<file path="config.mk">
export PLATFORM = sky130hd
export DESIGN_NAME = char_lcd_4bit_write_sequencer_flat
export DESIGN_NICKNAME = d
export VERILOG_FILES = /design/src/rtl/clcd_pkg.sv /design/src/rtl/clcd_if.sv /design/src/rtl/clcd_digit_unit.sv /design/src/rtl/clcd_sequencer.sv /design/src/rtl/char_lcd_4bit_write_sequencer.sv /design/src/flat_wrapper.sv
export SDC_FILE = /design/constraint.sdc
export NUM_CORES = 1
export LEC_CHECK = 0
export BUFFER_PORTS_ARGS = -buffer_cell sky130_fd_sc_hd__clkbuf_2
export CAP_MARGIN = 20
export CORE_AREA = 2 2 99 101
export DETAILED_ROUTE_END_ITERATION = 8
export DIE_AREA = 0 0 101 103
export PLACE_DENSITY = 0.66
export SETUP_SLACK_MARGIN = 0.02
export SLEW_MARGIN = 25
export SYNTH_ARGS = -nofsm -noshare
export SYNTH_HDL_FRONTEND = slang
export SYNTH_SLANG_ARGS = --single-unit
</file>
<file path="constraint.sdc">
create_clock -name clock -period 3.9 [get_ports clock]
set_input_delay 0.78 -clock clock [delete_from_list [all_inputs] [get_ports clock]]
set_output_delay 0.78 -clock clock [all_outputs]
set_load 0.02 [all_outputs]
</file>
<file path="src/rtl/clcd_pkg.sv">
// Shared types, codes, constants and lookup functions for the character LCD
// write sequencer. No dependencies; every other file uses this package.
`timescale 1ns / 1ps

package clcd_pkg;

   // Field widths of the request and response words and of the internal counters.
   localparam int OP_W      = 3;
   localparam int BYTE_W    = 8;
   localparam int COLUMN_W  = 4;
   localparam int NUMBER_W  = 16;
   localparam int NIBBLE_W  = 4;
   localparam int LEAD_W    = 15;
   localparam int SETTLE_W  = 13;
   localparam int STEP_W    = 4;
   localparam int PLACE_W   = 3;
   localparam int WEIGHT_W  = 14;

   // Operation codes carried in the request word.
   localparam logic [OP_W-1:0] OP_INIT    = 3'd0;
   localparam logic [OP_W-1:0] OP_COMMAND = 3'd1;
   localparam logic [OP_W-1:0] OP_DATA    = 3'd2;
   localparam logic [OP_W-1:0] OP_CURSOR  = 3'd3;
   localparam logic [OP_W-1:0] OP_PRINT   = 3'd4;

   // Commands that need the long execution wait.
   localparam logic [BYTE_W-1:0] CMD_CLEAR = 8'h01;
   localparam logic [BYTE_W-1:0] CMD_HOME  = 8'h02;

   // Bus timing in microseconds.
   localparam logic [LEAD_W-1:0]   LEAD_NONE    = 15'd0;
   localparam logic [LEAD_W-1:0]   LEAD_POWERUP = 15'd20000;
   localparam logic [SETTLE_W-1:0] SETTLE_US    = 13'd50;
   localparam logic [SETTLE_W-1:0] SETTLE_WAKE  = 13'd200;
   localparam logic [SETTLE_W-1:0] SETTLE_FIRST = 13'd5050;
   localparam logic [SETTLE_W-1:0] SETTLE_SLOW  = 13'd2050;

   // Initialization runs through fourteen nibbles.
   localparam logic [STEP_W-1:0] INIT_LAST_STEP = 4'd13;

   // Decimal printing walks five places, ten thousands down to units.
   localparam logic [PLACE_W-1:0]  DIGIT_LAST_PLACE  = 3'd4;
   localparam logic [NIBBLE_W-1:0] DIGIT_HIGH_NIBBLE = 4'h3;

   typedef enum logic [2:0] {
      SEQ_IDLE,
      SEQ_INIT,
      SEQ_HI,
      SEQ_LO,
      SEQ_DIGIT
   } seq_state_type;

   typedef enum logic [1:0] {
      DIG_IDLE,
      DIG_RUN,
      DIG_HOLD
   } dig_state_type;

   typedef struct packed {
      logic                rs_level;
      logic [NIBBLE_W-1:0] data_nibble;
      logic [LEAD_W-1:0]   lead_us;
      logic [SETTLE_W-1:0] settle_us;
      logic                last_of_run;
   } nib_word_type;

   typedef struct packed {
      logic                start;
      logic [NUMBER_W-1:0] number;
      logic                take;
   } digit_cmd_type;

   typedef struct packed {
      logic                valid;
      logic [NIBBLE_W-1:0] value;
      logic                last;
   } digit_out_type;

   // Power-up nibbles 3,3,3,2, then commands 28, 08, 01, 06, 0C as nibble pairs.
   function automatic nib_word_type init_nibble(input logic [STEP_W-1:0] step);
      nib_word_type w;
      w.rs_level    = 1'b0;
      w.lead_us     = LEAD_NONE;
      w.settle_us   = SETTLE_US;
      w.last_of_run = 1'b0;
      w.data_nibble = 4'h0;
      unique case (step)
         4'd0: begin
            w.data_nibble = 4'h3;
            w.lead_us     = LEAD_POWERUP;
            w.settle_us   = SETTLE_FIRST;
         end
         4'd1, 4'd2: begin
            w.data_nibble = 4'h3;
            w.settle_us   = SETTLE_WAKE;
         end
         4'd3: begin
            w.data_nibble = 4'h2;
            w.settle_us   = SETTLE_WAKE;
         end
         4'd4:  w.data_nibble = 4'h2;
         4'd5:  w.data_nibble = 4'h8;
         4'd6:  w.data_nibble = 4'h0;
         4'd7:  w.data_nibble = 4'h8;
         4'd8:  w.data_nibble = 4'h0;
         4'd9: begin
            w.data_nibble = 4'h1;
            w.settle_us   = SETTLE_SLOW;
         end
         4'd10: w.data_nibble = 4'h0;
         4'd11: w.data_nibble = 4'h6;
         4'd12: w.data_nibble = 4'h0;
         4'd13: w.data_nibble = 4'hC;
         default: w.data_nibble = 4'h0;
      endcase
      return w;
   endfunction

   // Weight of a decimal place, place 0 being ten thousands.
   function automatic logic [WEIGHT_W-1:0] place_weight(input logic [PLACE_W-1:0] place);
      logic [WEIGHT_W-1:0] w;
      unique case (place)
         3'd0:    w = 14'd10000;
         3'd1:    w = 14'd1000;
         3'd2:    w = 14'd100;
         3'd3:    w = 14'd10;
         default: w = 14'd1;
      endcase
      return w;
   endfunction

endpackage

</file>
<file path="src/rtl/clcd_if.sv">
// Valid/ready channel interfaces for requests and nibble responses.
// Depends on clcd_pkg for field widths.
`timescale 1ns / 1ps

interface clcd_req_if;
   logic                           valid;
   logic                           ready;
   logic [clcd_pkg::OP_W-1:0]      operation;
   logic [clcd_pkg::BYTE_W-1:0]    byte_value;
   logic                           row;
   logic [clcd_pkg::COLUMN_W-1:0]  column;
   logic [clcd_pkg::NUMBER_W-1:0]  number;

   modport source (output valid, operation, byte_value, row, column, number,
                   input ready);
   modport sink   (input valid, operation, byte_value, row, column, number,
                   output ready);
endinterface

interface clcd_rsp_if;
   logic                           valid;
   logic                           ready;
   logic                           rs_level;
   logic [clcd_pkg::NIBBLE_W-1:0]  data_nibble;
   logic [clcd_pkg::LEAD_W-1:0]    lead_us;
   logic [clcd_pkg::SETTLE_W-1:0]  settle_us;
   logic                           last_of_run;

   modport source (output valid, rs_level, data_nibble, lead_us, settle_us, last_of_run,
                   input ready);
   modport sink   (input valid, rs_level, data_nibble, lead_us, settle_us, last_of_run,
                   output ready);
endinterface

</file>
<file path="src/rtl/clcd_digit_unit.sv">
// Decimal digit extractor: one shared compare/subtract step per cycle while running; each digit is held until taken.
// Depends on clcd_pkg.
`timescale 1ns / 1ps

module clcd_digit_unit (
   input  logic                  clock,
   input  logic                  reset,
   input  clcd_pkg::digit_cmd_type digit_cmd,
   output clcd_pkg::digit_out_type digit_out
);
   import clcd_pkg::*;

   dig_state_type         state_ff, state_in;
   logic [NUMBER_W-1:0]   rem_ff, rem_in;
   logic [PLACE_W-1:0]    place_ff, place_in;
   logic [NIBBLE_W-1:0]   digit_ff, digit_in;
   logic                  seen_ff, seen_in;

   logic [NUMBER_W-1:0]   weight;
   logic                  fits;
   logic [NUMBER_W-1:0]   diff;

   assign weight = {{(NUMBER_W-WEIGHT_W){1'b0}}, place_weight(place_ff)};
   assign fits   = (rem_ff >= weight);
   assign diff   = rem_ff - weight;

   always_comb begin
      state_in = state_ff;
      rem_in   = rem_ff;
      place_in = place_ff;
      digit_in = digit_ff;
      seen_in  = seen_ff;
      unique case (state_ff)
         DIG_IDLE: begin
            if (digit_cmd.start) begin
               rem_in   = digit_cmd.number;
               place_in = '0;
               digit_in = '0;
               seen_in  = 1'b0;
               state_in = DIG_RUN;
            end
         end
         DIG_RUN: begin
            if (fits) begin
               rem_in   = diff;
               digit_in = digit_ff + 4'd1;
            end else if (digit_ff != '0 || seen_ff || place_ff == DIGIT_LAST_PLACE) begin
               seen_in  = 1'b1;
               state_in = DIG_HOLD;
            end else begin
               // Leading zero: move to the next place without showing it.
               place_in = place_ff + 3'd1;
            end
         end
         DIG_HOLD: begin
            if (digit_cmd.take) begin
               if (place_ff == DIGIT_LAST_PLACE) begin
                  state_in = DIG_IDLE;
               end else begin
                  place_in = place_ff + 3'd1;
                  digit_in = '0;
                  state_in = DIG_RUN;
               end
            end
         end
         default: state_in = DIG_IDLE;
      endcase
   end

   always_comb begin
      digit_out.valid = (state_ff == DIG_HOLD);
      digit_out.value = digit_ff;
      digit_out.last  = (place_ff == DIGIT_LAST_PLACE);
   end

   always_ff @(posedge clock) begin
      if (reset) begin
         state_ff <= DIG_IDLE;
      end else begin
         state_ff <= state_in;
      end
      rem_ff   <= rem_in;
      place_ff <= place_in;
      digit_ff <= digit_in;
      seen_ff  <= seen_in;
   end

endmodule

</file>
<file path="src/rtl/clcd_sequencer.sv">
// Request decoder and nibble sequencer: turns each used request into a run of nibbles.
// Depends on clcd_pkg, clcd_if and the digit unit's handshake.
`timescale 1ns / 1ps

module clcd_sequencer (
   input  logic                    clock,
   input  logic                    reset,
   clcd_req_if.sink                req_bus,
   output clcd_pkg::nib_word_type  emit_word,
   output logic                    emit_valid,
   input  logic                    emit_ready,
   output clcd_pkg::digit_cmd_type digit_cmd,
   input  clcd_pkg::digit_out_type digit_out
);
   import clcd_pkg::*;

   seq_state_type       state_ff, state_in;
   logic [STEP_W-1:0]   step_ff, step_in;
   logic [BYTE_W-1:0]   byte_ff, byte_in;
   logic                rs_ff, rs_in;
   logic                last_ff, last_in;
   logic                print_ff, print_in;

   logic                req_fire;
   logic                slow_cmd;

   assign req_fire = req_bus.valid && req_bus.ready;
   assign slow_cmd = !rs_ff && (byte_ff == CMD_CLEAR || byte_ff == CMD_HOME);

   always_comb begin
      state_in = state_ff;
      step_in  = step_ff;
      byte_in  = byte_ff;
      rs_in    = rs_ff;
      last_in  = last_ff;
      print_in = print_ff;
      unique case (state_ff)
         SEQ_IDLE: begin
            if (req_fire) begin
               step_in  = '0;
               last_in  = 1'b1;
               print_in = 1'b0;
               unique case (req_bus.operation)
                  OP_INIT: state_in = SEQ_INIT;
                  OP_COMMAND: begin
                     rs_in    = 1'b0;
                     byte_in  = req_bus.byte_value;
                     state_in = SEQ_HI;
                  end
                  OP_DATA: begin
                     rs_in    = 1'b1;
                     byte_in  = req_bus.byte_value;
                     state_in = SEQ_HI;
                  end
                  OP_CURSOR: begin
                     rs_in    = 1'b0;
                     byte_in  = {1'b1, req_bus.row, 2'b00, req_bus.column};
                     state_in = SEQ_HI;
                  end
                  OP_PRINT: begin
                     rs_in    = 1'b1;
                     print_in = 1'b1;
                     state_in = SEQ_DIGIT;
                  end
                  default: state_in = SEQ_IDLE;
               endcase
            end
         end
         SEQ_INIT: begin
            if (emit_ready) begin
               if (step_ff == INIT_LAST_STEP) begin
                  state_in = SEQ_IDLE;
               end else begin
                  step_in = step_ff + 4'd1;
               end
            end
         end
         SEQ_HI: begin
            if (emit_ready) begin
               state_in = SEQ_LO;
            end
         end
         SEQ_LO: begin
            if (emit_ready) begin
               state_in = (print_ff && !last_ff) ? SEQ_DIGIT : SEQ_IDLE;
            end
         end
         SEQ_DIGIT: begin
            if (digit_out.valid) begin
               byte_in  = {DIGIT_HIGH_NIBBLE, digit_out.value};
               last_in  = digit_out.last;
               state_in = SEQ_HI;
            end
         end
         default: state_in = SEQ_IDLE;
      endcase
   end

   always_comb begin
      req_bus.ready   = (state_ff == SEQ_IDLE);
      digit_cmd.start = (state_ff == SEQ_IDLE) && req_bus.valid
                        && (req_bus.operation == OP_PRINT);
      digit_cmd.number = req_bus.number;
      digit_cmd.take  = (state_ff == SEQ_DIGIT);
      emit_valid      = 1'b0;
      emit_word.rs_level    = rs_ff;
      emit_word.data_nibble = byte_ff[7:4];
      emit_word.lead_us     = LEAD_NONE;
      emit_word.settle_us   = SETTLE_US;
      emit_word.last_of_run = 1'b0;
      unique case (state_ff)
         SEQ_INIT: begin
            emit_valid            = 1'b1;
            emit_word             = init_nibble(step_ff);
            emit_word.last_of_run = (step_ff == INIT_LAST_STEP);
         end
         SEQ_HI: emit_valid = 1'b1;
         SEQ_LO: begin
            emit_valid            = 1'b1;
            emit_word.data_nibble = byte_ff[3:0];
            emit_word.settle_us   = slow_cmd ? SETTLE_SLOW : SETTLE_US;
            emit_word.last_of_run = last_ff;
         end
         SEQ_IDLE, SEQ_DIGIT: emit_valid = 1'b0;
         default: emit_valid = 1'b0;
      endcase
   end

   always_ff @(posedge clock) begin
      if (reset) begin
         state_ff <= SEQ_IDLE;
      end else begin
         state_ff <= state_in;
      end
      step_ff  <= step_in;
      byte_ff  <= byte_in;
      rs_ff    <= rs_in;
      last_ff  <= last_in;
      print_ff <= print_in;
   end

endmodule

</file>
<file path="src/rtl/char_lcd_4bit_write_sequencer.sv">
// Top level of the 4-bit character LCD write sequencer: sequencer, digit
// unit and the response output register. Depends on clcd_pkg, clcd_if,
// clcd_digit_unit and clcd_sequencer.
`timescale 1ns / 1ps
//
//   Channel   Direction  Word carried
//   req_bus   in         operation, byte_value, row, column, number
//   rsp_bus   out        rs_level, data_nibble, lead_us, settle_us, last_of_run
//
// A request is taken only while the sequencer is idle, one request at a time.
// Each response word passes from the sequencer through the output register;
// a byte goes out as two words and initialization as fourteen.
// Print decimal runs a single compare/subtract unit, one step per cycle except
// while a found digit waits to be taken; up to ten steps per decimal place.
// Reset is synchronous and returns both state machines to idle with no word
// pending; a stalled rsp_bus holds its word and the sequencer waits behind it.

module char_lcd_4bit_write_sequencer (
   input  logic       clock,
   input  logic       reset,
   clcd_req_if.sink   req_bus,
   clcd_rsp_if.source rsp_bus
);
   import clcd_pkg::*;

   nib_word_type  emit_word;
   logic          emit_valid;
   logic          emit_ready;
   digit_cmd_type digit_cmd;
   digit_out_type digit_out;

   // The response register: a new word may enter when the slot is empty or
   // its current word leaves in this same cycle.
   logic          rsp_valid_ff, rsp_valid_in;
   nib_word_type  rsp_word_ff, rsp_word_in;

   clcd_sequencer u_sequencer (
      .clock      (clock),
      .reset      (reset),
      .req_bus    (req_bus),
      .emit_word  (emit_word),
      .emit_valid (emit_valid),
      .emit_ready (emit_ready),
      .digit_cmd  (digit_cmd),
      .digit_out  (digit_out)
   );

   clcd_digit_unit u_digit_unit (
      .clock     (clock),
      .reset     (reset),
      .digit_cmd (digit_cmd),
      .digit_out (digit_out)
   );

   assign emit_ready = !rsp_valid_ff || rsp_bus.ready;

   always_comb begin
      rsp_valid_in = rsp_valid_ff;
      rsp_word_in  = rsp_word_ff;
      if (emit_ready) begin
         rsp_valid_in = emit_valid;
         rsp_word_in  = emit_word;
      end
   end

   always_ff @(posedge clock) begin
      if (reset) begin
         rsp_valid_ff <= 1'b0;
      end else begin
         rsp_valid_ff <= rsp_valid_in;
      end
      rsp_word_ff <= rsp_word_in;
   end

   assign rsp_bus.valid       = rsp_valid_ff;
   assign rsp_bus.rs_level    = rsp_word_ff.rs_level;
   assign rsp_bus.data_nibble = rsp_word_ff.data_nibble;
   assign rsp_bus.lead_us     = rsp_word_ff.lead_us;
   assign rsp_bus.settle_us   = rsp_word_ff.settle_us;
   assign rsp_bus.last_of_run = rsp_word_ff.last_of_run;

endmodule

</file>
<file path="src/flat_wrapper.sv">
// flat-port wrapper written by rule: the top's interface ports become plain ports
module char_lcd_4bit_write_sequencer_flat import clcd_pkg::*;
  (clock, reset, req_bus_valid, req_bus_operation, req_bus_byte_value, req_bus_row, req_bus_column, req_bus_number, req_bus_ready, rsp_bus_valid, rsp_bus_rs_level, rsp_bus_data_nibble, rsp_bus_lead_us, rsp_bus_settle_us, rsp_bus_last_of_run, rsp_bus_ready);
  clcd_req_if req_bus_i ();
  clcd_rsp_if rsp_bus_i ();
  input  logic clock;
  input  logic reset;
  input wire logic [$bits(req_bus_i.valid)-1:0] req_bus_valid;
  input wire logic [$bits(req_bus_i.operation)-1:0] req_bus_operation;
  input wire logic [$bits(req_bus_i.byte_value)-1:0] req_bus_byte_value;
  input wire logic [$bits(req_bus_i.row)-1:0] req_bus_row;
  input wire logic [$bits(req_bus_i.column)-1:0] req_bus_column;
  input wire logic [$bits(req_bus_i.number)-1:0] req_bus_number;
  output wire logic [$bits(req_bus_i.ready)-1:0] req_bus_ready;
  output wire logic [$bits(rsp_bus_i.valid)-1:0] rsp_bus_valid;
  output wire logic [$bits(rsp_bus_i.rs_level)-1:0] rsp_bus_rs_level;
  output wire logic [$bits(rsp_bus_i.data_nibble)-1:0] rsp_bus_data_nibble;
  output wire logic [$bits(rsp_bus_i.lead_us)-1:0] rsp_bus_lead_us;
  output wire logic [$bits(rsp_bus_i.settle_us)-1:0] rsp_bus_settle_us;
  output wire logic [$bits(rsp_bus_i.last_of_run)-1:0] rsp_bus_last_of_run;
  input wire logic [$bits(rsp_bus_i.ready)-1:0] rsp_bus_ready;
  assign req_bus_i.valid = req_bus_valid;
  assign req_bus_i.operation = req_bus_operation;
  assign req_bus_i.byte_value = req_bus_byte_value;
  assign req_bus_i.row = req_bus_row;
  assign req_bus_i.column = req_bus_column;
  assign req_bus_i.number = req_bus_number;
  assign req_bus_ready = req_bus_i.ready;
  assign rsp_bus_valid = rsp_bus_i.valid;
  assign rsp_bus_rs_level = rsp_bus_i.rs_level;
  assign rsp_bus_data_nibble = rsp_bus_i.data_nibble;
  assign rsp_bus_lead_us = rsp_bus_i.lead_us;
  assign rsp_bus_settle_us = rsp_bus_i.settle_us;
  assign rsp_bus_last_of_run = rsp_bus_i.last_of_run;
  assign rsp_bus_i.ready = rsp_bus_ready;
  char_lcd_4bit_write_sequencer u_core (.clock(clock), .reset(reset), .req_bus(req_bus_i), .rsp_bus(rsp_bus_i));
endmodule
</file>
; ---- Word-level counts from Yosys, hierarchy flattened
; Index checks and enable logic that the tools add are counted.
[totals]
register_bits = 79
in_bits = 36
[op_classes]
add_sub_neg = 4
n_reduce_logical = 42
muxes = 54
n_eq_ne = 40
magnitude_cmp = 1
[ops]
columns = cell, n
row1 = one-hot mux 14 bit (4 select lines), 1
row2 = one-hot mux 13 bit (3 select lines), 1
row3 = 2-to-1 mux 3 bit, 12
row4 = 2-to-1 mux 16 bit, 2
row5 = one-hot mux 16 bit (2 select lines), 1
row6 = one-hot mux 8 bit (2 select lines), 2
row7 = 2-to-1 mux 4 bit, 7
row8 = one-hot mux 14 bit (2 select lines), 1
row9 = one-hot mux 4 bit (6 select lines), 1
row10 = equality test 3 x 2 -> 1 bit (second input constant), 6
row11 = one-hot mux 3 bit (3 select lines), 2
row12 = >= comparator 16 x 14 -> 1 bit, 1
row13 = 2-to-1 mux 8 bit, 2
row14 = inequality test 2 bit (second input constant), 8
row15 = one-hot mux 4 bit (2 select lines), 2
row16 = AND reduction 4 bit, 4
row17 = subtractor 16 x 14 -> 16 bit, 1
row18 = 2-to-1 mux 15 bit, 1
row19 = one-hot mux 3 bit (5 select lines), 1
row20 = equality test 4 x 3 -> 1 bit (second input constant), 3
row21 = equality test 4 bit (second input constant), 3
row22 = 2-to-1 mux 12 bit, 1
row23 = inequality test 2 x 1 -> 1 bit (second input constant), 6
row24 = one-hot mux 4 bit (3 select lines), 1
row25 = other kinds (30), 71

; ---- Longest topological paths before layout
[depth]
word_depth = 6
ltp_mapped = 13
ltp_nobuf = 13

; ---- By module
; Synthesis repeated with hierarchy kept, for this count alone.
[unflattened]
hier_cells = 432
area_unflattened_um2 = 4708.3
[modules_own_cells]
columns = module, area_each_um2, cells_per_inst, instances, seq_area_each_um2
row1 = clcd_digit_unit, 2039.5, 205, 1, 760.7
row2 = clcd_sequencer, 1601.5, 189, 1, 510.5
row3 = char_lcd_4bit_write_sequencer, 1067.3, 38, 1, 1041.0

; ---- Worst setup path after synthesis
; No wires, ideal clock.
[synth_timing]
path_type = register to register
startpoint = register u_core.u_digit_unit.place_ff[0]
endpoint = register u_core.u_digit_unit.rem_ff[0], enable pin
synth_period_minus_slack_ns = 3.641
stages_incl_launch_ff = 13
required_time_ns = 3.486
setup_slack_ns = 0.259
arrival_ns = 3.226
cell_sequence = edfxtp_1 inv_1 ha_1 nand2_1 and3_1 ha_1 inv_1 fa_1 a21o_1 a2111oi_2 o21ai_2 a31oi_4 a211oi_1
[synth_between]
elab_chain_len = 5
[synth_rtl]
columns = item, line_no
row1 = start: declaration, clcd_digit_unit.sv:15  ; logic [PLACE_W-1:0] place_ff, place_in;
row2 = start signal: assignment, clcd_digit_unit.sv:83  ; place_ff <= place_in;
row3 = "equality test 3 x 2 -> 1 bit, or another cell as far along", clcd_pkg.sv:122  ; unique case (place)
row4 = one-hot mux 14 bit (4 select lines) *, clcd_pkg.sv:122
row5 = >= comparator 16 x 14 -> 1 bit *, clcd_digit_unit.sv:24  ; assign fits = (rem_ff >= weight);
row6 = inequality test 2 bit (no line) *, --
row7 = AND reduction 3 bit (no line) *, --
row8 = end signal: assignment, clcd_digit_unit.sv:82  ; rem_ff <= rem_in;
row9 = end: declaration, clcd_digit_unit.sv:14  ; logic [NUMBER_W-1:0] rem_ff, rem_in;
; Every way passes the cells marked *; elsewhere a longest branch is shown, timed or not.
; A chain may end at the register's enable or synchronous reset.

; ---- Worst setup path after layout
[layout_timing]
startpoint = register u_core.u_digit_unit.place_ff[0]
endpoint = register u_core.u_digit_unit.place_ff[2], enable pin
[layout_between]
elab_chain_len = 5
[layout_rtl]
columns = item, line_no
row1 = "equality test 3 x 2 -> 1 bit, or another cell as far along", clcd_pkg.sv:122
row2 = one-hot mux 14 bit (4 select lines), clcd_pkg.sv:122
row3 = >= comparator 16 x 14 -> 1 bit, clcd_digit_unit.sv:24
row4 = inequality test 2 bit (no line), --
row5 = AND reduction 6 bit (no line) *, --
; Marked as above.

==> metrics.yaml <==
status: "complete, no violations"
synth_warnings: 0
netlist_instances: 400
drv_cap: 0
tightest_slew_ps: 653
yosys-top-cells-area: "edfxtp_1, ha_1, nor2_1, buf_4, a21oi_1"
cts_tree: "built"
firstDrtPassIters: 4
cts_sinks: 58
core_area_sq_um: 9460
io_buffer_count: 58
fillers: 890
antenna_found_initial: 0
period_minus_slack_ps: 3570
clk_latency_ps: 340
synth_top_cell_area_share_pct: 39.6
cpMostUsedCell: "ha_1"
clkTransAtPathRegs_ps: 70
final_cells: 567
clock_path_buffers: 2
min_to: "u_core.rsp_bus.data_nibble[1]"
grt_max_degree: 29
crit_fanout: 6
drt-initial-drc-count: 129
async_reset_ff_share_pct: 0
n_antenna_cell: 0
viasPerCell: 5.23
rows: 36
synth.avg_cell_area_sq_um: 9.85
worstPathRequired_ps: 3910
end_kind: "flop"
syn_area_sq_um: 3940
critPathKind: "reg2reg"
grt_overflow: 0
crit_chain: "ha_1 > ha_1 > a21oi_1 > and3_1 > ha_1 > inv_1 > fa_1 > a21o_1 > a2111oi_2 > o21ai_2 > a31oi_4 > a21oi_1 > nor2_1"
die_area_sq_um: 10400
dp.cells: 551
crit_arrival_ps: 3580
ctsHtreeMaxLevel: 3
wl_per_cell_microns: 13.6
crit_family: "compound AO/OA/AOI/OAI gates"
rrSetupSlack_ps: 330
design.portCount: 72
die_h_microns: 103
ys_ff_latch: 58
min_from: "u_core.u_sequencer.byte_ff[5]"
fmax_ghz: 0.280
reg2reg_from: "u_core.u_digit_unit.place_ff[0]"
vdd_drop_max_uv: 380
cts_resized: 0
cts_buffers: 9
start_kind: "flop"
postRouteAntennaNets: 0
hold_depth: 2
routed_wl_microns: 7730
critPathMaxStageDelay_ps: 440
post_cts_buffers: 0
hold_viol: 0
crit_path_top_delay_cell: "edfxtp_1"
area_growth_pct: 12.7
grt_pass1_vias: 2754
r2r_cells: 13
drive_gt1_share_pct: 23.0
num_vias: 2966
rsz0062_at_grt: "false"
hp-class: "reg2reg"
drc_errors: 0
slew_viol_final: 0
grtUsageTotal_pct: 15.3
place.gp.congestion: 0.846
synth_cell_types: 66
yosysTopAreaCell: "edfxtp_1"
slew-limit-headroom_pct: 56.2
finalCritPeriodShare_pct: 91.5
worstReg2RegEnd: "u_core.u_digit_unit.place_ff[2]"
synth-edff-count: 52
fin_nets: 512
grt_pass1_wl_microns: 12400
critPathBufInv: 1
hold_buffers: 0
start_util_pct: 41.7
ys_seq_area_share_pct: 42.7
place_hpwl_microns: 5850
setup_violations: 0
clock_skew_ps: 5.94
powerDensity_nw_per_um2: 626
synth_top_flop_cell: "edfxtp_1"
root_buffer: "clkbuf_8"
p_leak_uw: 0.00183
fp.dieW_microns: 101
totalNegativeSetupSlack_ps: 0
synthesized netlist by cell type, types with 2 or more instances:
cell type	count
and3_1	3
nand3b_1	4
edfxtp_1	52
nand2_1	36
mux2_2	7
o2bb2ai_1	2
xnor2_1	10
or4_1	2
dfxtp_1	6
xor2_1	7
nand3_1	6
clkbuf_1	9
a211oi_1	3
inv_1	19
a2111oi_2	2
ha_1	27
buf_2	2
a21oi_1	29
o21ai_2	2
o21a_1	6
nor4_1	4
or2_2	2
buf_1	3
mux2i_1	6
nor2_1	44
a31oi_1	3
and2_1	4
a21o_1	3
buf_4	21
nand2b_1	2
and3_2	2
nor2b_1	7
o31ai_1	3
nor3_1	15
o21ai_0	15
o31a_1	2
power breakdown:
part	switching [uW]	total [uW]	leakage (uW)	internal, uW
combinational	731	1220	0.00117	494
clock	257	615	0.000107	358
sequential	93.8	944	0.000553	851
total	1080	2780	0.00183	1700
sequential cells by signal, summed over array words and instances (netlist names):
name and count:
u_core.u_digit_unit.rem_ff 16, u_core.u_sequencer.byte_ff 8, u_core.rsp_bus.settle_us 6, u_core.rsp_bus.data_nibble 4
u_core.u_digit_unit.digit_ff 4, u_core.u_sequencer.step_ff 4, u_core.u_digit_unit.place_ff 3, u_core.u_sequencer.state_ff 3
u_core.u_digit_unit.state_ff 2, u_core.rsp_bus.last_of_run 1, u_core.rsp_bus.lead_us 1, u_core.rsp_bus.rs_level 1
u_core.rsp_bus.valid 1, u_core.u_digit_unit.seen_ff 1, u_core.u_sequencer.last_ff 1, u_core.u_sequencer.print_ff 1
u_core.u_sequencer.rs_ff 1
through the flow:
stage	setup slack (ps)	power (uW)	hold slack (ps)	area, sq um	util (%)
5_1_grt	112	2990	601	4440	47.0
6_report	333	2780	576	4440	47.0
3_3_place_gp	533	2140	538	4220	44.6
2_1_floorplan	259	1910	518	3990	-
3_5_place_dp	335	2170	562	4220	44.6
4_1_cts	318	2800	580	4440	46.9
routing by layer:
metal	routed length, microns	global-route usage, %	up-vias
met1	3320	17.2	1374
li1	-	-	1498
met2	3900	27.8	79
met4	184	6.65	0
met3	322	3.53	15
met5	0	0	-
tightest hold or removal path: cells and delay by family (launching register included):
| kind | cells | cell delay [ps] |
|---|---|---|
| flip-flops | 1 | 350 |
| AO/OA/AOI/OAI | 1 | 70 |
| AND/OR/NAND/NOR | 1 | 50 |
area by class of cell:
class                      instances  area [sq um]  share of cell area [%]
sequential                        58          1680                    37.8
clock inverter                     7          93.8                    2.11
clock buffer                       9           124                    2.79
timing repair buffer              61           313                    7.04
multi-input combinational        299          2020                    45.4
tap                              114           143                    3.21
inverter                          19          71.3                    1.61
cell families (layout without fill, tap and decap cells):
logic type | Yosys count | in the layout | synth area share (%)
XOR/XNOR | 17 | 17 | 3.78
AO/OA/AOI/OAI | 85 | 85 | 15.3
buffers and inverters | 55 | 96 | 7.56
adder cells (fa/ha/maj) | 28 | 28 | 9.08
multiplexers | 14 | 14 | 3.90
flip-flops | 58 | 58 | 42.7
other | 1 | 13 | 0.0951
AND/OR/NAND/NOR | 142 | 142 | 17.6
worst max path at each step:
stage / start / end / slack, ps / depth (start not counted)
after floorplan: u_core.u_digit_unit.place_ff[0] / u_core.u_digit_unit.rem_ff[0] / 260 / 12
after global placement: u_core.u_digit_unit.place_ff[0] / u_core.u_digit_unit.place_ff[0] / 530 / 13
after detailed placement: u_core.u_digit_unit.place_ff[0] / u_core.u_digit_unit.place_ff[1] / 330 / 13
after CTS: u_core.u_digit_unit.place_ff[0] / u_core.u_digit_unit.place_ff[0] / 320 / 13
after global routing: u_core.u_digit_unit.place_ff[0] / u_core.u_digit_unit.place_ff[2] / 110 / 13
final: u_core.u_digit_unit.place_ff[0] / u_core.u_digit_unit.place_ff[2] / 330 / 13
cell usage in the layout, fill, tap and decap left out, types with 4 or more instances in the layout:
cell / count
clkbuf_2: 58
edfxtp_1: 52
nor2_1: 44
nand2_1: 36
a21oi_1: 29
ha_1: 27
inv_1: 19
o21ai_0: 15
nor3_1: 14
conb_1: 13
xnor2_1: 10
clkbuf_8: 9
xor2_1: 7
nor2b_1: 7
mux2_2: 7
nand3_1: 6
mux2i_1: 6
o21a_1: 6
dfxtp_1: 6
nor4_1: 4
and2_1: 4
nand3b_1: 4
Power figures use the tool's default switching activity.
